`config.mk`:
```
export PLATFORM = sky130hd
export DESIGN_NAME = fat32_dir_entry_parser_flat
export DESIGN_NICKNAME = d
export VERILOG_FILES = /design/src/rtl/fdp_pkg.sv /design/src/rtl/fdp_in_if.sv /design/src/rtl/fdp_out_if.sv /design/src/rtl/fdp_front.sv /design/src/rtl/fdp_queue.sv /design/src/rtl/fdp_back.sv /design/src/rtl/fat32_dir_entry_parser.sv /design/src/flat_wrapper.sv
export SDC_FILE = /design/constraint.sdc
export NUM_CORES = 1
export LEC_CHECK = 0
export BUFFER_PORTS_ARGS = -buffer_cell sky130_fd_sc_hd__buf_2
export CORE_ASPECT_RATIO = 1.4
export CORE_UTILIZATION = 45
export CTS_CLUSTER_DIAMETER = 60
export DETAILED_ROUTE_END_ITERATION = 6
export PLACE_DENSITY = 0.68
export SYNTH_ARGS = -nofsm -noshare
export SYNTH_HDL_FRONTEND = slang
export SYNTH_SLANG_ARGS = --single-unit
```
`constraint.sdc`:
```
create_clock -name clk -period 15.7 [get_ports clk]
set_clock_uncertainty 0.1 [all_clocks]
set_input_delay 3.14 -clock clk [delete_from_list [all_inputs] [get_ports clk]]
set_output_delay 3.14 -clock clk [all_outputs]
set_load 0.02 [all_outputs]
```
`src/rtl/fdp_pkg.sv`:
```
// ----------------------------------------------------------------------------
// fdp_pkg
// Types and constants shared by the FAT32 directory entry parser modules.
// ----------------------------------------------------------------------------
package fdp_pkg;

  // Directory entry layout.
  localparam int unsigned NAME_LEN    = 11;
  localparam int unsigned BASE_LEN    = 8;
  localparam int unsigned EXT_LEN     = 3;

  localparam logic [4:0] POS_FIRST    = 5'd0;
  localparam logic [4:0] POS_ATTR     = 5'd11;
  localparam logic [4:0] POS_CLU_HI0  = 5'd20;
  localparam logic [4:0] POS_CLU_HI1  = 5'd21;
  localparam logic [4:0] POS_CLU_LO0  = 5'd26;
  localparam logic [4:0] POS_CLU_LO1  = 5'd27;
  localparam logic [4:0] POS_SIZE0    = 5'd28;
  localparam logic [4:0] POS_SIZE1    = 5'd29;
  localparam logic [4:0] POS_SIZE2    = 5'd30;
  localparam logic [4:0] POS_LAST     = 5'd31;

  // Marker bytes.
  localparam logic [7:0] BYTE_END       = 8'h00;
  localparam logic [7:0] BYTE_DELETED   = 8'hE5;
  localparam logic [7:0] ATTR_LONG_NAME = 8'h0F;
  localparam int unsigned ATTR_DIR_BIT  = 4;
  localparam logic [7:0] CHAR_SPACE     = 8'h20;

  // Limit after reset.
  localparam logic [15:0] MAX_ENTRIES_RESET = 16'd64;

  // Result kinds.
  typedef enum logic {
    KIND_ENTRY = 1'b0,
    KIND_END   = 1'b1
  } kind_t;

  // One classified entry handed from the front to the back.
  typedef struct packed {
    kind_t                    kind;
    logic [NAME_LEN-1:0][7:0] name;
    logic [31:0]              data_size;
    logic [31:0]              first_cluster;
    logic                     is_directory;
    logic [15:0]              entry_number;
    logic                     is_last;
  } job_t;

  // Handshake between the queue and its neighbors.
  typedef struct packed {
    logic full;
    logic empty;
  } queue_status_t;

endpackage

```
`src/rtl/fdp_in_if.sv`:
```
// ----------------------------------------------------------------------------
// fdp_in_if
// Byte stream channel carrying raw directory bytes.
// ----------------------------------------------------------------------------
interface fdp_in_if;
  logic       valid;
  logic       ready;
  logic [7:0] data_byte;
  logic       dir_start;

  modport source (output valid, output data_byte, output dir_start, input ready);
  modport sink   (input valid, input data_byte, input dir_start, output ready);
endinterface

```
`src/rtl/fdp_out_if.sv`:
```
// ----------------------------------------------------------------------------
// fdp_out_if
// Result channel carrying one parsed directory entry or an end marker.
// ----------------------------------------------------------------------------
interface fdp_out_if;
  logic        valid;
  logic        ready;
  logic        result_kind;
  logic [63:0] name_base;
  logic [3:0]  base_length;
  logic [23:0] name_ext;
  logic [1:0]  ext_length;
  logic [31:0] data_size;
  logic [31:0] first_cluster;
  logic        is_directory;
  logic [15:0] entry_number;
  logic        is_last;

  modport source (output valid, output result_kind, output name_base,
                  output base_length, output name_ext, output ext_length,
                  output data_size, output first_cluster, output is_directory,
                  output entry_number, output is_last, input ready);
  modport sink   (input valid, input result_kind, input name_base,
                  input base_length, input name_ext, input ext_length,
                  input data_size, input first_cluster, input is_directory,
                  input entry_number, input is_last, output ready);
endinterface

```
`src/rtl/fdp_front.sv`:
```
// ----------------------------------------------------------------------------
// fdp_front
// Accepts directory bytes, tracks the position in each 32-byte entry,
// collects the fields and classifies the entry as reported, skipped or end.
// ----------------------------------------------------------------------------
module fdp_front
  import fdp_pkg::*;
(
  input  logic          clk,
  input  logic          rst_n,
  input  logic          cfg_wr_en,
  input  logic [15:0]   cfg_wr_data,
  fdp_in_if.sink        in_ch,
  input  queue_status_t q_status,
  output logic          push,
  output job_t          push_job
);

  logic [4:0]  pos_r, pos_nxt;
  logic        skip_r, skip_nxt;
  logic        done_r, done_nxt;
  logic [15:0] count_r, count_nxt;
  logic [15:0] max_r;
  logic [7:0]  name_r [NAME_LEN];
  logic [7:0]  name_nxt [NAME_LEN];
  logic [7:0]  attr_r, attr_nxt;
  logic [15:0] clu_hi_r, clu_hi_nxt;
  logic [15:0] clu_lo_r, clu_lo_nxt;
  logic [23:0] size_r, size_nxt;

  logic        accept;
  logic [4:0]  pos_eff;
  logic [15:0] count_eff;
  logic        done_eff;
  logic [7:0]  b;
  logic [16:0] count_inc;

  // The queue absorbs results, so bytes stall only when it is full.
  assign in_ch.ready = ~q_status.full;
  assign accept      = in_ch.valid & in_ch.ready;
  assign b           = in_ch.data_byte;

  // A new directory clears position, count and done before the byte is used.
  assign pos_eff   = in_ch.dir_start ? POS_FIRST : pos_r;
  assign count_eff = in_ch.dir_start ? 16'd0 : count_r;
  assign done_eff  = in_ch.dir_start ? 1'b0 : done_r;
  assign count_inc = {1'b0, count_eff} + 17'd1;

  // Byte handling and classification.
  always_comb begin
    pos_nxt    = pos_r;
    skip_nxt   = skip_r;
    done_nxt   = done_r;
    count_nxt  = count_r;
    name_nxt   = name_r;
    attr_nxt   = attr_r;
    clu_hi_nxt = clu_hi_r;
    clu_lo_nxt = clu_lo_r;
    size_nxt   = size_r;
    push       = 1'b0;
    push_job   = '0;

    if (accept) begin
      pos_nxt   = pos_eff;
      count_nxt = count_eff;
      done_nxt  = done_eff;

      if (done_eff) begin
        // Bytes after the listing ends are dropped.
      end else if (pos_eff == POS_FIRST && count_eff >= max_r) begin
        done_nxt = 1'b1;
      end else if (pos_eff == POS_FIRST && b == BYTE_END) begin
        done_nxt              = 1'b1;
        push                  = 1'b1;
        push_job.kind         = KIND_END;
        push_job.entry_number = count_eff;
        push_job.is_last      = 1'b1;
      end else begin
        if (pos_eff == POS_FIRST) begin
          skip_nxt = (b == BYTE_DELETED);
        end
        if (pos_eff < 5'(NAME_LEN)) begin
          name_nxt[pos_eff[3:0]] = b;
        end
        unique case (pos_eff)
          POS_ATTR: begin
            attr_nxt = b;
            if (b == ATTR_LONG_NAME) begin
              skip_nxt = 1'b1;
            end
          end
          POS_CLU_HI0: clu_hi_nxt[7:0]  = b;
          POS_CLU_HI1: clu_hi_nxt[15:8] = b;
          POS_CLU_LO0: clu_lo_nxt[7:0]  = b;
          POS_CLU_LO1: clu_lo_nxt[15:8] = b;
          POS_SIZE0:   size_nxt[7:0]    = b;
          POS_SIZE1:   size_nxt[15:8]   = b;
          POS_SIZE2:   size_nxt[23:16]  = b;
          default: begin
          end
        endcase

        // The last byte of a reported entry completes its result.
        if (pos_eff == POS_LAST && !skip_r) begin
          push                   = 1'b1;
          push_job.kind          = KIND_ENTRY;
          for (int j = 0; j < NAME_LEN; j++) begin
            push_job.name[j] = name_r[j];
          end
          push_job.data_size     = {b, size_r};
          push_job.first_cluster = {clu_hi_r, clu_lo_r};
          push_job.is_directory  = attr_r[ATTR_DIR_BIT];
          push_job.entry_number  = count_eff;
          push_job.is_last       = (count_inc >= {1'b0, max_r});
          count_nxt              = count_inc[15:0];
          if (count_inc >= {1'b0, max_r}) begin
            done_nxt = 1'b1;
          end
        end
        pos_nxt = pos_eff + 5'd1;
      end
    end
  end

  // Control state.
  always_ff @(posedge clk) begin
    if (!rst_n) begin
      pos_r   <= POS_FIRST;
      skip_r  <= 1'b0;
      done_r  <= 1'b0;
      count_r <= 16'd0;
      max_r   <= MAX_ENTRIES_RESET;
    end else begin
      pos_r   <= pos_nxt;
      skip_r  <= skip_nxt;
      done_r  <= done_nxt;
      count_r <= count_nxt;
      if (cfg_wr_en) begin
        max_r <= cfg_wr_data;
      end
    end
  end

  // Collected entry fields.
  always_ff @(posedge clk) begin
    name_r   <= name_nxt;
    attr_r   <= attr_nxt;
    clu_hi_r <= clu_hi_nxt;
    clu_lo_r <= clu_lo_nxt;
    size_r   <= size_nxt;
  end

endmodule

```
`src/rtl/fdp_queue.sv`:
```
// ----------------------------------------------------------------------------
// fdp_queue
// Short first-in first-out queue of classified entries between the front
// and the back.
// ----------------------------------------------------------------------------
module fdp_queue
  import fdp_pkg::*;
#(
  parameter int unsigned DEPTH = 2
) (
  input  logic          clk,
  input  logic          rst_n,
  input  logic          push,
  input  job_t          push_job,
  input  logic          pop,
  output job_t          pop_job,
  output queue_status_t status
);

  localparam int unsigned PTR_W = (DEPTH > 1) ? $clog2(DEPTH) : 1;
  localparam int unsigned CNT_W = $clog2(DEPTH + 1);

  job_t             slot_r [DEPTH];
  logic [PTR_W-1:0] wr_ptr_r, wr_ptr_nxt;
  logic [PTR_W-1:0] rd_ptr_r, rd_ptr_nxt;
  logic [CNT_W-1:0] cnt_r, cnt_nxt;

  assign status.full  = (cnt_r == CNT_W'(DEPTH));
  assign status.empty = (cnt_r == '0);
  assign pop_job      = slot_r[rd_ptr_r];

  // Pointer and fill count update.
  always_comb begin
    wr_ptr_nxt = wr_ptr_r;
    rd_ptr_nxt = rd_ptr_r;
    cnt_nxt    = cnt_r;
    if (push) begin
      wr_ptr_nxt = (wr_ptr_r == PTR_W'(DEPTH - 1)) ? '0 : wr_ptr_r + PTR_W'(1);
    end
    if (pop) begin
      rd_ptr_nxt = (rd_ptr_r == PTR_W'(DEPTH - 1)) ? '0 : rd_ptr_r + PTR_W'(1);
    end
    if (push && !pop) begin
      cnt_nxt = cnt_r + CNT_W'(1);
    end else if (pop && !push) begin
      cnt_nxt = cnt_r - CNT_W'(1);
    end
  end

  always_ff @(posedge clk) begin
    if (!rst_n) begin
      wr_ptr_r <= '0;
      rd_ptr_r <= '0;
      cnt_r    <= '0;
    end else begin
      wr_ptr_r <= wr_ptr_nxt;
      rd_ptr_r <= rd_ptr_nxt;
      cnt_r    <= cnt_nxt;
    end
  end

  // Entry storage.
  always_ff @(posedge clk) begin
    if (push) begin
      slot_r[wr_ptr_r] <= push_job;
    end
  end

  // The front must never push into a full queue.
  a_no_overflow: assert property (@(posedge clk) disable iff (!rst_n)
    push |-> !status.full)
    else $error("queue push while full");

  // The back must never pop an empty queue.
  a_no_underflow: assert property (@(posedge clk) disable iff (!rst_n)
    pop |-> !status.empty)
    else $error("queue pop while empty");

  // The fill count rises by one on a push without a pop.
  a_cnt_track: assert property (@(posedge clk) disable iff (!rst_n)
    (push && !pop) |=> (cnt_r == $past(cnt_r) + CNT_W'(1)))
    else $error("queue fill count did not advance on push");

endmodule

```
`src/rtl/fdp_back.sv`:
```
// ----------------------------------------------------------------------------
// fdp_back
// Takes classified entries from the queue, forms the 8.3 name fields and
// holds the result in an output register until it is transferred.
// ----------------------------------------------------------------------------
module fdp_back
  import fdp_pkg::*;
(
  input  logic          clk,
  input  logic          rst_n,
  input  queue_status_t q_status,
  input  job_t          pop_job,
  output logic          pop,
  fdp_out_if.source     out_ch
);

  logic        valid_r;
  logic        kind_r;
  logic [63:0] base_r;
  logic [3:0]  base_len_r;
  logic [23:0] ext_r;
  logic [1:0]  ext_len_r;
  logic [31:0] size_r;
  logic [31:0] cluster_r;
  logic        dir_r;
  logic [15:0] number_r;
  logic        last_r;

  logic [63:0] base_c;
  logic [3:0]  base_len_c;
  logic [23:0] ext_c;
  logic [1:0]  ext_len_c;
  logic        hit_c;

  // Load a new result when the output register is free or being drained.
  assign pop = !q_status.empty && (!valid_r || out_ch.ready);

  // Base name and extension each run up to their first space, so the
  // extension is empty when it opens with a space.
  always_comb begin
    base_c     = '0;
    base_len_c = '0;
    ext_c      = '0;
    ext_len_c  = '0;
    hit_c      = 1'b0;
    for (int j = 0; j < BASE_LEN; j++) begin
      if (pop_job.name[j] == CHAR_SPACE) begin
        hit_c = 1'b1;
      end
      if (!hit_c) begin
        base_c[8*j +: 8] = pop_job.name[j];
        base_len_c       = base_len_c + 4'd1;
      end
    end
    hit_c = 1'b0;
    for (int j = 0; j < EXT_LEN; j++) begin
      if (pop_job.name[BASE_LEN + j] == CHAR_SPACE) begin
        hit_c = 1'b1;
      end
      if (!hit_c) begin
        ext_c[8*j +: 8] = pop_job.name[BASE_LEN + j];
        ext_len_c       = ext_len_c + 2'd1;
      end
    end
    // An end result carries no name at all.
    if (pop_job.kind == KIND_END) begin
      base_len_c = '0;
      ext_len_c  = '0;
    end
  end

  // Output valid.
  always_ff @(posedge clk) begin
    if (!rst_n) begin
      valid_r <= 1'b0;
    end else if (pop) begin
      valid_r <= 1'b1;
    end else if (out_ch.ready) begin
      valid_r <= 1'b0;
    end
  end

  // Output payload.
  always_ff @(posedge clk) begin
    if (pop) begin
      kind_r     <= pop_job.kind;
      base_r     <= base_c;
      base_len_r <= base_len_c;
      ext_r      <= ext_c;
      ext_len_r  <= ext_len_c;
      size_r     <= pop_job.data_size;
      cluster_r  <= pop_job.first_cluster;
      dir_r      <= pop_job.is_directory;
      number_r   <= pop_job.entry_number;
      last_r     <= pop_job.is_last;
    end
  end

  assign out_ch.valid         = valid_r;
  assign out_ch.result_kind   = kind_r;
  assign out_ch.name_base     = base_r;
  assign out_ch.base_length   = base_len_r;
  assign out_ch.name_ext      = ext_r;
  assign out_ch.ext_length    = ext_len_r;
  assign out_ch.data_size     = size_r;
  assign out_ch.first_cluster = cluster_r;
  assign out_ch.is_directory  = dir_r;
  assign out_ch.entry_number  = number_r;
  assign out_ch.is_last       = last_r;

endmodule

```
`src/rtl/fat32_dir_entry_parser.sv`:
```
// ----------------------------------------------------------------------------
// fat32_dir_entry_parser
// Parses a FAT32 directory byte stream into 8.3 directory entry results.
// ----------------------------------------------------------------------------
// Usage:
//   in_ch carries one raw directory byte per transfer, with dir_start set on
//   byte 0 of a new directory. Bytes form 32-byte entries. out_ch carries one
//   result per reported entry, taken at its last byte, and one end result
//   when an entry opens with a zero byte. Deleted and long-name entries give
//   no result. cfg_wr_en with cfg_wr_data sets the entry limit.
//   Throughput: one byte per cycle, sustained while the queue is not full.
//   Results: a result enters the queue when the byte that completes it is
//   transferred, then moves to the output register when that register is free or being drained.
//   Reset: position, counters and queue clear, the limit returns to 64 and
//   the output channel holds no result.
//   Stall: while out_ch is stalled the front keeps taking bytes; a queue of
//   QUEUE_DEPTH results sits between front and back, and in_ch.ready drops
//   only when that queue is full.
// ----------------------------------------------------------------------------
module fat32_dir_entry_parser
  import fdp_pkg::*;
#(
  parameter int unsigned QUEUE_DEPTH = 2
) (
  input  logic        clk,
  input  logic        rst_n,
  input  logic        cfg_wr_en,
  input  logic [15:0] cfg_wr_data,
  fdp_in_if.sink      in_ch,
  fdp_out_if.source   out_ch
);

  logic          push;
  logic          pop;
  job_t          push_job;
  job_t          pop_job;
  queue_status_t q_status;

  // Byte collection and classification.
  fdp_front u_front (
    .clk         (clk),
    .rst_n       (rst_n),
    .cfg_wr_en   (cfg_wr_en),
    .cfg_wr_data (cfg_wr_data),
    .in_ch       (in_ch),
    .q_status    (q_status),
    .push        (push),
    .push_job    (push_job)
  );

  // Decoupling queue.
  fdp_queue #(
    .DEPTH (QUEUE_DEPTH)
  ) u_queue (
    .clk      (clk),
    .rst_n    (rst_n),
    .push     (push),
    .push_job (push_job),
    .pop      (pop),
    .pop_job  (pop_job),
    .status   (q_status)
  );

  // Result formatting and output register.
  fdp_back u_back (
    .clk      (clk),
    .rst_n    (rst_n),
    .q_status (q_status),
    .pop_job  (pop_job),
    .pop      (pop),
    .out_ch   (out_ch)
  );

endmodule
```
`src/flat_wrapper.sv`:
```
// flat-port wrapper written by rule: the top's interface ports become plain ports
module fat32_dir_entry_parser_flat import fdp_pkg::*;
#(
  parameter int unsigned QUEUE_DEPTH = 2
)
  (clk, rst_n, cfg_wr_en, cfg_wr_data, in_ch_valid, in_ch_data_byte, in_ch_dir_start, in_ch_ready, out_ch_valid, out_ch_result_kind, out_ch_name_base, out_ch_base_length, out_ch_name_ext, out_ch_ext_length, out_ch_data_size, out_ch_first_cluster, out_ch_is_directory, out_ch_entry_number, out_ch_is_last, out_ch_ready);
  fdp_in_if in_ch_i ();
  fdp_out_if out_ch_i ();
  input  logic clk;
  input  logic rst_n;
  input  logic cfg_wr_en;
  input  logic [15:0] cfg_wr_data;
  input wire logic [$bits(in_ch_i.valid)-1:0] in_ch_valid;
  input wire logic [$bits(in_ch_i.data_byte)-1:0] in_ch_data_byte;
  input wire logic [$bits(in_ch_i.dir_start)-1:0] in_ch_dir_start;
  output wire logic [$bits(in_ch_i.ready)-1:0] in_ch_ready;
  output wire logic [$bits(out_ch_i.valid)-1:0] out_ch_valid;
  output wire logic [$bits(out_ch_i.result_kind)-1:0] out_ch_result_kind;
  output wire logic [$bits(out_ch_i.name_base)-1:0] out_ch_name_base;
  output wire logic [$bits(out_ch_i.base_length)-1:0] out_ch_base_length;
  output wire logic [$bits(out_ch_i.name_ext)-1:0] out_ch_name_ext;
  output wire logic [$bits(out_ch_i.ext_length)-1:0] out_ch_ext_length;
  output wire logic [$bits(out_ch_i.data_size)-1:0] out_ch_data_size;
  output wire logic [$bits(out_ch_i.first_cluster)-1:0] out_ch_first_cluster;
  output wire logic [$bits(out_ch_i.is_directory)-1:0] out_ch_is_directory;
  output wire logic [$bits(out_ch_i.entry_number)-1:0] out_ch_entry_number;
  output wire logic [$bits(out_ch_i.is_last)-1:0] out_ch_is_last;
  input wire logic [$bits(out_ch_i.ready)-1:0] out_ch_ready;
  assign in_ch_i.valid = in_ch_valid;
  assign in_ch_i.data_byte = in_ch_data_byte;
  assign in_ch_i.dir_start = in_ch_dir_start;
  assign in_ch_ready = in_ch_i.ready;
  assign out_ch_valid = out_ch_i.valid;
  assign out_ch_result_kind = out_ch_i.result_kind;
  assign out_ch_name_base = out_ch_i.name_base;
  assign out_ch_base_length = out_ch_i.base_length;
  assign out_ch_name_ext = out_ch_i.name_ext;
  assign out_ch_ext_length = out_ch_i.ext_length;
  assign out_ch_data_size = out_ch_i.data_size;
  assign out_ch_first_cluster = out_ch_i.first_cluster;
  assign out_ch_is_directory = out_ch_i.is_directory;
  assign out_ch_entry_number = out_ch_i.entry_number;
  assign out_ch_is_last = out_ch_i.is_last;
  assign out_ch_i.ready = out_ch_ready;
  fat32_dir_entry_parser #(.QUEUE_DEPTH(QUEUE_DEPTH)) u_core (.clk(clk), .rst_n(rst_n), .cfg_wr_en(cfg_wr_en), .cfg_wr_data(cfg_wr_data), .in_ch(in_ch_i), .out_ch(out_ch_i));
endmodule
```
### Word level (Yosys, flattened, before mapping)

Memories as Yosys holds them, arrays and structs flattened. A register that Yosys moved wholly into a read port is not among the register bits.
Cells that the tools add are included.

| word-level totals | value |
|---|---|
| input bits | 30 |
| bits in latches | 0 |
| output and inout bits | 179 |
| memories kept | 1 |
| register bits after elaboration | 370 |
| RAM bits | 342 |
| word-level logic and storage cells | 190 |
| memory bits (read-only) | 0 |

Memory list:

| memory | words | width | read ports | clocked after memory_dff | write ports | line | RTL |
|---|---|---|---|---|---|---|---|
| u_core.u_queue.slot_r | 2 | 171 | 1 | 1 | 1 | fdp_queue.sv:23 | `job_t slot_r [DEPTH];` |

| cells by class | value |
|---|---|
| shift operators | 0 |
| muxes and demuxes | 65 |
| $add $sub $neg | 15 |
| multipliers | 0 |
| eq/ne operators | 23 |
| reduce and logical (&&, ||, !) cells | 28 |
| bitwise operators | 6 |
| $lt $le $gt $ge | 5 |
| divide/modulo/power cells | 0 |

Operator list:

| kind | number |
|---|---|
| $mux W171 | 3 |
| $mux W170 | 1 |
| $mux W153 | 1 |
| $bwmux W88 | 1 |
| $eq A8 B6 Y1 const B | 11 |
| $mux W16 | 5 |
| $reduce_and A5 Y1 | 9 |
| $eq A5 B5 Y1 const B | 8 |
| $mux W1 | 36 |
| $demux W8 S4 | 1 |
| $add A4 B1 Y4 const B | 7 |
| $mux W4 | 7 |
| $mux W5 | 4 |
| $add A16 B1 Y17 const B | 1 |
| $ge A17 B16 Y1 | 1 |
| $mux W17 | 1 |
| $ge A16 B16 Y1 | 1 |
| $eq A8 B4 Y1 const B | 1 |
| $eq A8 B8 Y1 const B | 1 |
| $logic_not A8 Y1 | 1 |
| $mux W2 | 4 |
| $mux W8 | 1 |
| $logic_and A1 B1 Y1 | 7 |
| $add A2 B1 Y2 const B | 3 |
| 17 further kinds | 26 |

### Logic depth before layout (Yosys ltp)

| logic depth | value |
|---|---|
| depth in word-level cells | 17 |
| depth in mapped cells | 23 |
| mapped depth without buffers | 21 |

### Modules after synthesis

From an unflattened synthesis, not the netlist that was laid out.

| unflattened totals | value |
|---|---|
| cells, all modules | 1692 |
| area, all modules | 28320.9 sq um |

By module, submodules not included:

| module | area each (sq um) | seq. area each (sq um) | cells each | times used |
|---|---|---|---|---|
| fdp_queue | 12913.6 | 10369.9 | 554 | 1 |
| fdp_front | 8841.0 | 5134.9 | 767 | 1 |
| fdp_back | 6566.3 | 5335.1 | 371 | 1 |

### Worst setup path before layout

OpenSTA, ideal clock, no wires.

| timing | value |
|---|---|
| path type | in2reg |
| start | input in_ch_dir_start |
| end | memory u_core.u_queue.slot_r[0][0] in the netlist's numbering (enable) |
| buffers on the path | 4 |
| data required time | 14.895 ns |
| slack | 2.119 ns |
| stages | 12 |
| setup time | 0.705 ns |
| arrival | 12.775 ns |
| path through | clkbuf_1 > clkbuf_1 > clkbuf_1 > nor2b_1 > ha_1 > a21o_1 > a21o_1 > a211oi_1 > o21a_1 > o221ai_1 > clkbuf_1 > nor2_1 |

| on the way | value |
|---|---|
| cells in the longest elaborated chain, start to end | 10 |
| elaborated cells between the ends (all ways) | 16 |

RTL lines:

| what | line | RTL |
|---|---|---|
| from (decl) | flat_wrapper.sv:15 | `input wire logic [$bits(in_ch_i.dir_start)-1:0] in_ch_dir_start;` |
| parallel branches: the longest is 6 deep, another holds $ge A16 B16 Y1 | -- |  |
| $mux W1 * | fdp_front.sv:68 | `if (done_eff) begin` |
| $mux W1 * | fdp_front.sv:63 | `if (accept) begin` |
| $mux W1 * | fdp_queue.sv:64 | `if (push) begin` |
| $mux W1 (not written as such) * | fdp_queue.sv:65 | `slot_r[wr_ptr_r] <= push_job;` |
| to (decl) | fdp_queue.sv:23 |  |

Mark *: on every way between the ends.

### Final worst setup path

| timing | value |
|---|---|
| start | input in_ch_dir_start |
| end | memory u_core.u_queue.slot_r[1][111] in the netlist's numbering (enable) |

The elaborated chain is that of the path after synthesis.

==> impl_metrics.csv <==
group,metric,value,unit
run_status,outcome,"finished clean",
routing,routed_vias_inst,5.183,
yosys,synth.cell_area,0.02767,mm2
yosys,synthFlopType,"sky130_fd_sc_hd__edfxtp_1",
routing,drt_pass1_iterations,5,
sta,timing.slew.headroom,29.66,%
cts,cts_buffer_depth,3,
yosys,synth.ff_latch_count,709,
placement,hpwl_after_detailed_placement,37.76,mm
yosys,yosys.area_share.xor_xnor,0.7281,%
yosys,synth_top_family_by_area,"simple AND/OR/NAND/NOR gates",
floorplanning,die_width,211.6,um
placement,gpl.final_weighted_congestion,0.8453,
yosys,synth.area.mux_share,7.313,%
grt,grt_pass1_vias,15010,
floorplanning,ios,209,
setup_path,worstPathMaxFanout,43,
power,power.density,147.4,mW/mm2
power,maximum_vdd_drop,0.1021,mV
final_layout,layout-drive-gt1-share,21.72,%
yosys,yosys.area_share.simple,10.68,%
final_layout,num-nets-final,2011,
setup_path,cp_data_arrival_time,7510,ps
grt,groute.usage.overall,19.06,%
yosys,adder_cell_area_share_of_the_yosys_netlist,2.035,%
sta,fmaxAchievable,135.3,MHz
cts,clock_latency,590,ps
yosys,asyncSetResetFlopFracSynth,0,%
yosys,synth-compound-area-share,2.442,%
sta,report.final.hold_viol_count,0,
yosys,yosysWarningCount,0,
yosys,synth_enable_flop_cells,664,
cts,postCtsResizedCells,0,
cts,htree_levels,3,
routing,post_drt_wl_per_cell,21.01,um
routing,drt_wl_total,58.84,mm
grt,first_pass_grt_wire_length,88.57,mm
cts,clk_slew_on_worst_s_h_paths,60,ps
grt,grt.overflow.total,0,
sta,final.period_utilization,47.06,%
floorplanning,floorplan_die_area,0.06249,mm2
final_layout,area_growth,14.84,%
grt,grt_start_max_net_pins,172,
yosys,syn_nets,1782,
floorplanning,chipHeight,295.4,um
setup_path,worst_setup_path_end_kind,"register",
routing,remaining_drc_errors,0,
cts,cts-buffers-inserted,66,
setup_path,worst_setup_path_start_kind,"primary input",
sta,fin_tns_setup,0,ps
job,drv.max_cap_violation_count,0,
routing,antenna_violating_nets_post_route,0,
floorplanning,starting_utilization_of_the_core_area,45.52,%
yosys,synth-seq-area-share,75.33,%
cts,tritoncts_num_sinks,709,
grt,antenna_found_initial,1,
placement,io_buffer_count,208,
yosys,synthDistinctLibCells,66,
power,leakage,10.45,nW
setup_path,worst-setup-path-type,"primary input to register",
floorplanning,num_rows,107,
setup_path,cp_data_required_time,15820,ps
routing,detail_route.iter0.violations,887,
final_layout,layoutNonFillerInstCount,2801,
placement,post_place_cells,2685,
yosys,syn_area_per_cell,16.21,um2
sta,timing.final.setup_violations,0,
cts,cts-root-buf,"sky130_fd_sc_hd__clkbuf_16",
cts,cts-hold-fix-buffers,0,
final_layout,insertedDiodeCount,0,
floorplanning,core_area,0.06078,mm2
worst_hold_path,min-delay-path-class,"register to register",
sta,timing_max_transition_violations_final,0,
routing,number_of_vias_after_detailed_routing,14520,
cts,cts_setup_buffers,0,
yosys,syn-instance-count,1707,
cts,tritoncts,"built",
sta,layout_min_cycle_time,7388,ps
sta,grt_setup_unrepaired,"no",
sta,worst-slew-pin-transition,1055,ps
-- per-layer routing --
| metal | share of wire (%) | vias to the layer above | track usage (%) |
|---|---|---|---|
| met2 | 53 | 370 | 34.62 |
| met1 | 39 | 7209 | 22.30 |
| met4 | 3.4 | 0 | 7.953 |
| met3 | 4.4 | 108 | 2.932 |
| li1 | - | 6831 | - |
| met5 | 0 | - | 0 |
-- cells by family after synthesis --
family,after synthesis
buf+inv,103
xor+xnor,23
flops,709
fa+ha+maj,45
simple gates,537
compound gates,100
mux,190
-- power by group --
| part | switching (W) | internal, W | total, W | leakage [nW] |
|---|---|---|---|---|
| sequential | 0.0000790 | 0.00230 | 0.00238 | 5.91 |
| combinational | 0.000528 | 0.000209 | 0.000737 | 3.49 |
| clock | 0.000666 | 0.000904 | 0.00157 | 1.04 |
-- worst max-delay path: stages --
cell,delay (ps)
sky130_fd_sc_hd__buf_2,320
sky130_fd_sc_hd__nor2b_1,400
sky130_fd_sc_hd__inv_1,110
sky130_fd_sc_hd__ha_1,310
sky130_fd_sc_hd__nand2b_1,150
sky130_fd_sc_hd__a21o_1,170
sky130_fd_sc_hd__a21o_1,170
sky130_fd_sc_hd__a211oi_1,370
sky130_fd_sc_hd__o21a_1,240
sky130_fd_sc_hd__o221ai_1,200
sky130_fd_sc_hd__nor2_4,660
sky130_fd_sc_hd__buf_4,600
sky130_fd_sc_hd__buf_4,590
-- worst paths after layout --
path                                start                             endpoint  slack (ps)  cells past startpoint
setup / recovery          in_ch_dir_start        u_core.u_queue.slot_r[1][111]        8310                     13
hold / removal    u_core.u_front.max_r[9]              u_core.u_front.max_r[9]         400                      2
setup reg to reg                 register  u_core.u_back.out_ch.base_length[2]       10120                     21
hold reg to reg   u_core.u_front.max_r[9]              u_core.u_front.max_r[9]         400                      2
-- area by class of cell --
cell class,instances,area [um2]
clock buffer,83,1810
clock inverter,33,315.3
fill,5050,29010
inverter,41,153.9
multi-input combinational,895,6447
sequential,709,20840
tap,817,1022
timing repair buffer,223,1179
-- cell usage in the layout, fill, tap and decap left out, types with 13 or more instances in the layout --
cell,n
sky130_fd_sc_hd__a21oi_1,30
sky130_fd_sc_hd__buf_4,13
sky130_fd_sc_hd__inv_1,39
sky130_fd_sc_hd__nor4b_1,21
sky130_fd_sc_hd__mux2_2,96
sky130_fd_sc_hd__nor2_1,142
sky130_fd_sc_hd__nor2b_1,28
sky130_fd_sc_hd__clkbuf_16,70
sky130_fd_sc_hd__ha_1,45
sky130_fd_sc_hd__xnor2_1,14
sky130_fd_sc_hd__nand2_1,38
sky130_fd_sc_hd__nand3_1,30
sky130_fd_sc_hd__and3_1,16
sky130_fd_sc_hd__and2_1,170
sky130_fd_sc_hd__dfxtp_1,44
sky130_fd_sc_hd__mux2i_1,93
sky130_fd_sc_hd__nor4_1,22
sky130_fd_sc_hd__nand2b_1,13
sky130_fd_sc_hd__buf_2,208
sky130_fd_sc_hd__edfxtp_1,664
-- metrics by stage --
step	instance area, um2	worst slack (ps)	total power, W	hold slack, ps	util (%)
2_1_floorplan	27670	2119	0.002963	353.4	-
3_3_place_gp	29650	7759	0.003163	368.1	48.78
3_5_place_dp	29650	7631	0.003176	384.3	48.78
4_1_cts	31770	8249	0.004747	401.3	52.27
5_1_grt	31770	7974	0.004860	434.3	52.27
6_report	31770	8312	0.004684	400.1	52.27
-- state kept, by name, indices dropped and copies added, names as in the netlist, 2 cells and up, named ones only --
name,count
u_core.u_back.out_ch.name_base,64
u_core.u_back.out_ch.name_ext,24
u_core.u_front.count_r,16
u_core.u_back.out_ch.base_length,4
u_core.u_queue.cnt_r,2
u_core.u_front.clu_hi_r,16
u_core.u_back.out_ch.data_size,32
u_core.u_back.out_ch.first_cluster,32
u_core.u_front.clu_lo_r,16
u_core.u_back.out_ch.ext_length,2
u_core.u_queue.slot_r,342
u_core.u_front.max_r,16
u_core.u_front.pos_r,5
u_core.u_back.out_ch.entry_number,16
u_core.u_front.name_r,88
u_core.u_front.size_r,24
-- cells in the mapped netlist, drive strengths merged (5+ instances only) --
master | number | area [um2]
clkbuf | 53 | 198.9
dfxtp | 45 | 900.9
xor2 | 9 | 78.83
nand2 | 39 | 146.4
a21oi | 31 | 158.9
nand3 | 31 | 160.1
mux2i | 93 | 930.9
nor2 | 146 | 555.5
nor3 | 11 | 55.05
or3 | 6 | 37.54
and2 | 170 | 1064
ha | 45 | 563.0
nor4 | 22 | 137.6
nand4 | 8 | 50.05
inv | 40 | 150.1
edfxtp | 664 | 19940
and3 | 16 | 100.1
mux2 | 97 | 1092
o21ai | 12 | 60.05
nor4b | 21 | 183.9
xnor2 | 14 | 122.6
buf | 9 | 56.30
a31oi | 9 | 56.30
or4 | 5 | 41.29
nor2b | 28 | 175.2
a21o | 12 | 90.09
nand2b | 13 | 81.33
Power figures use the tool's default switching activity.
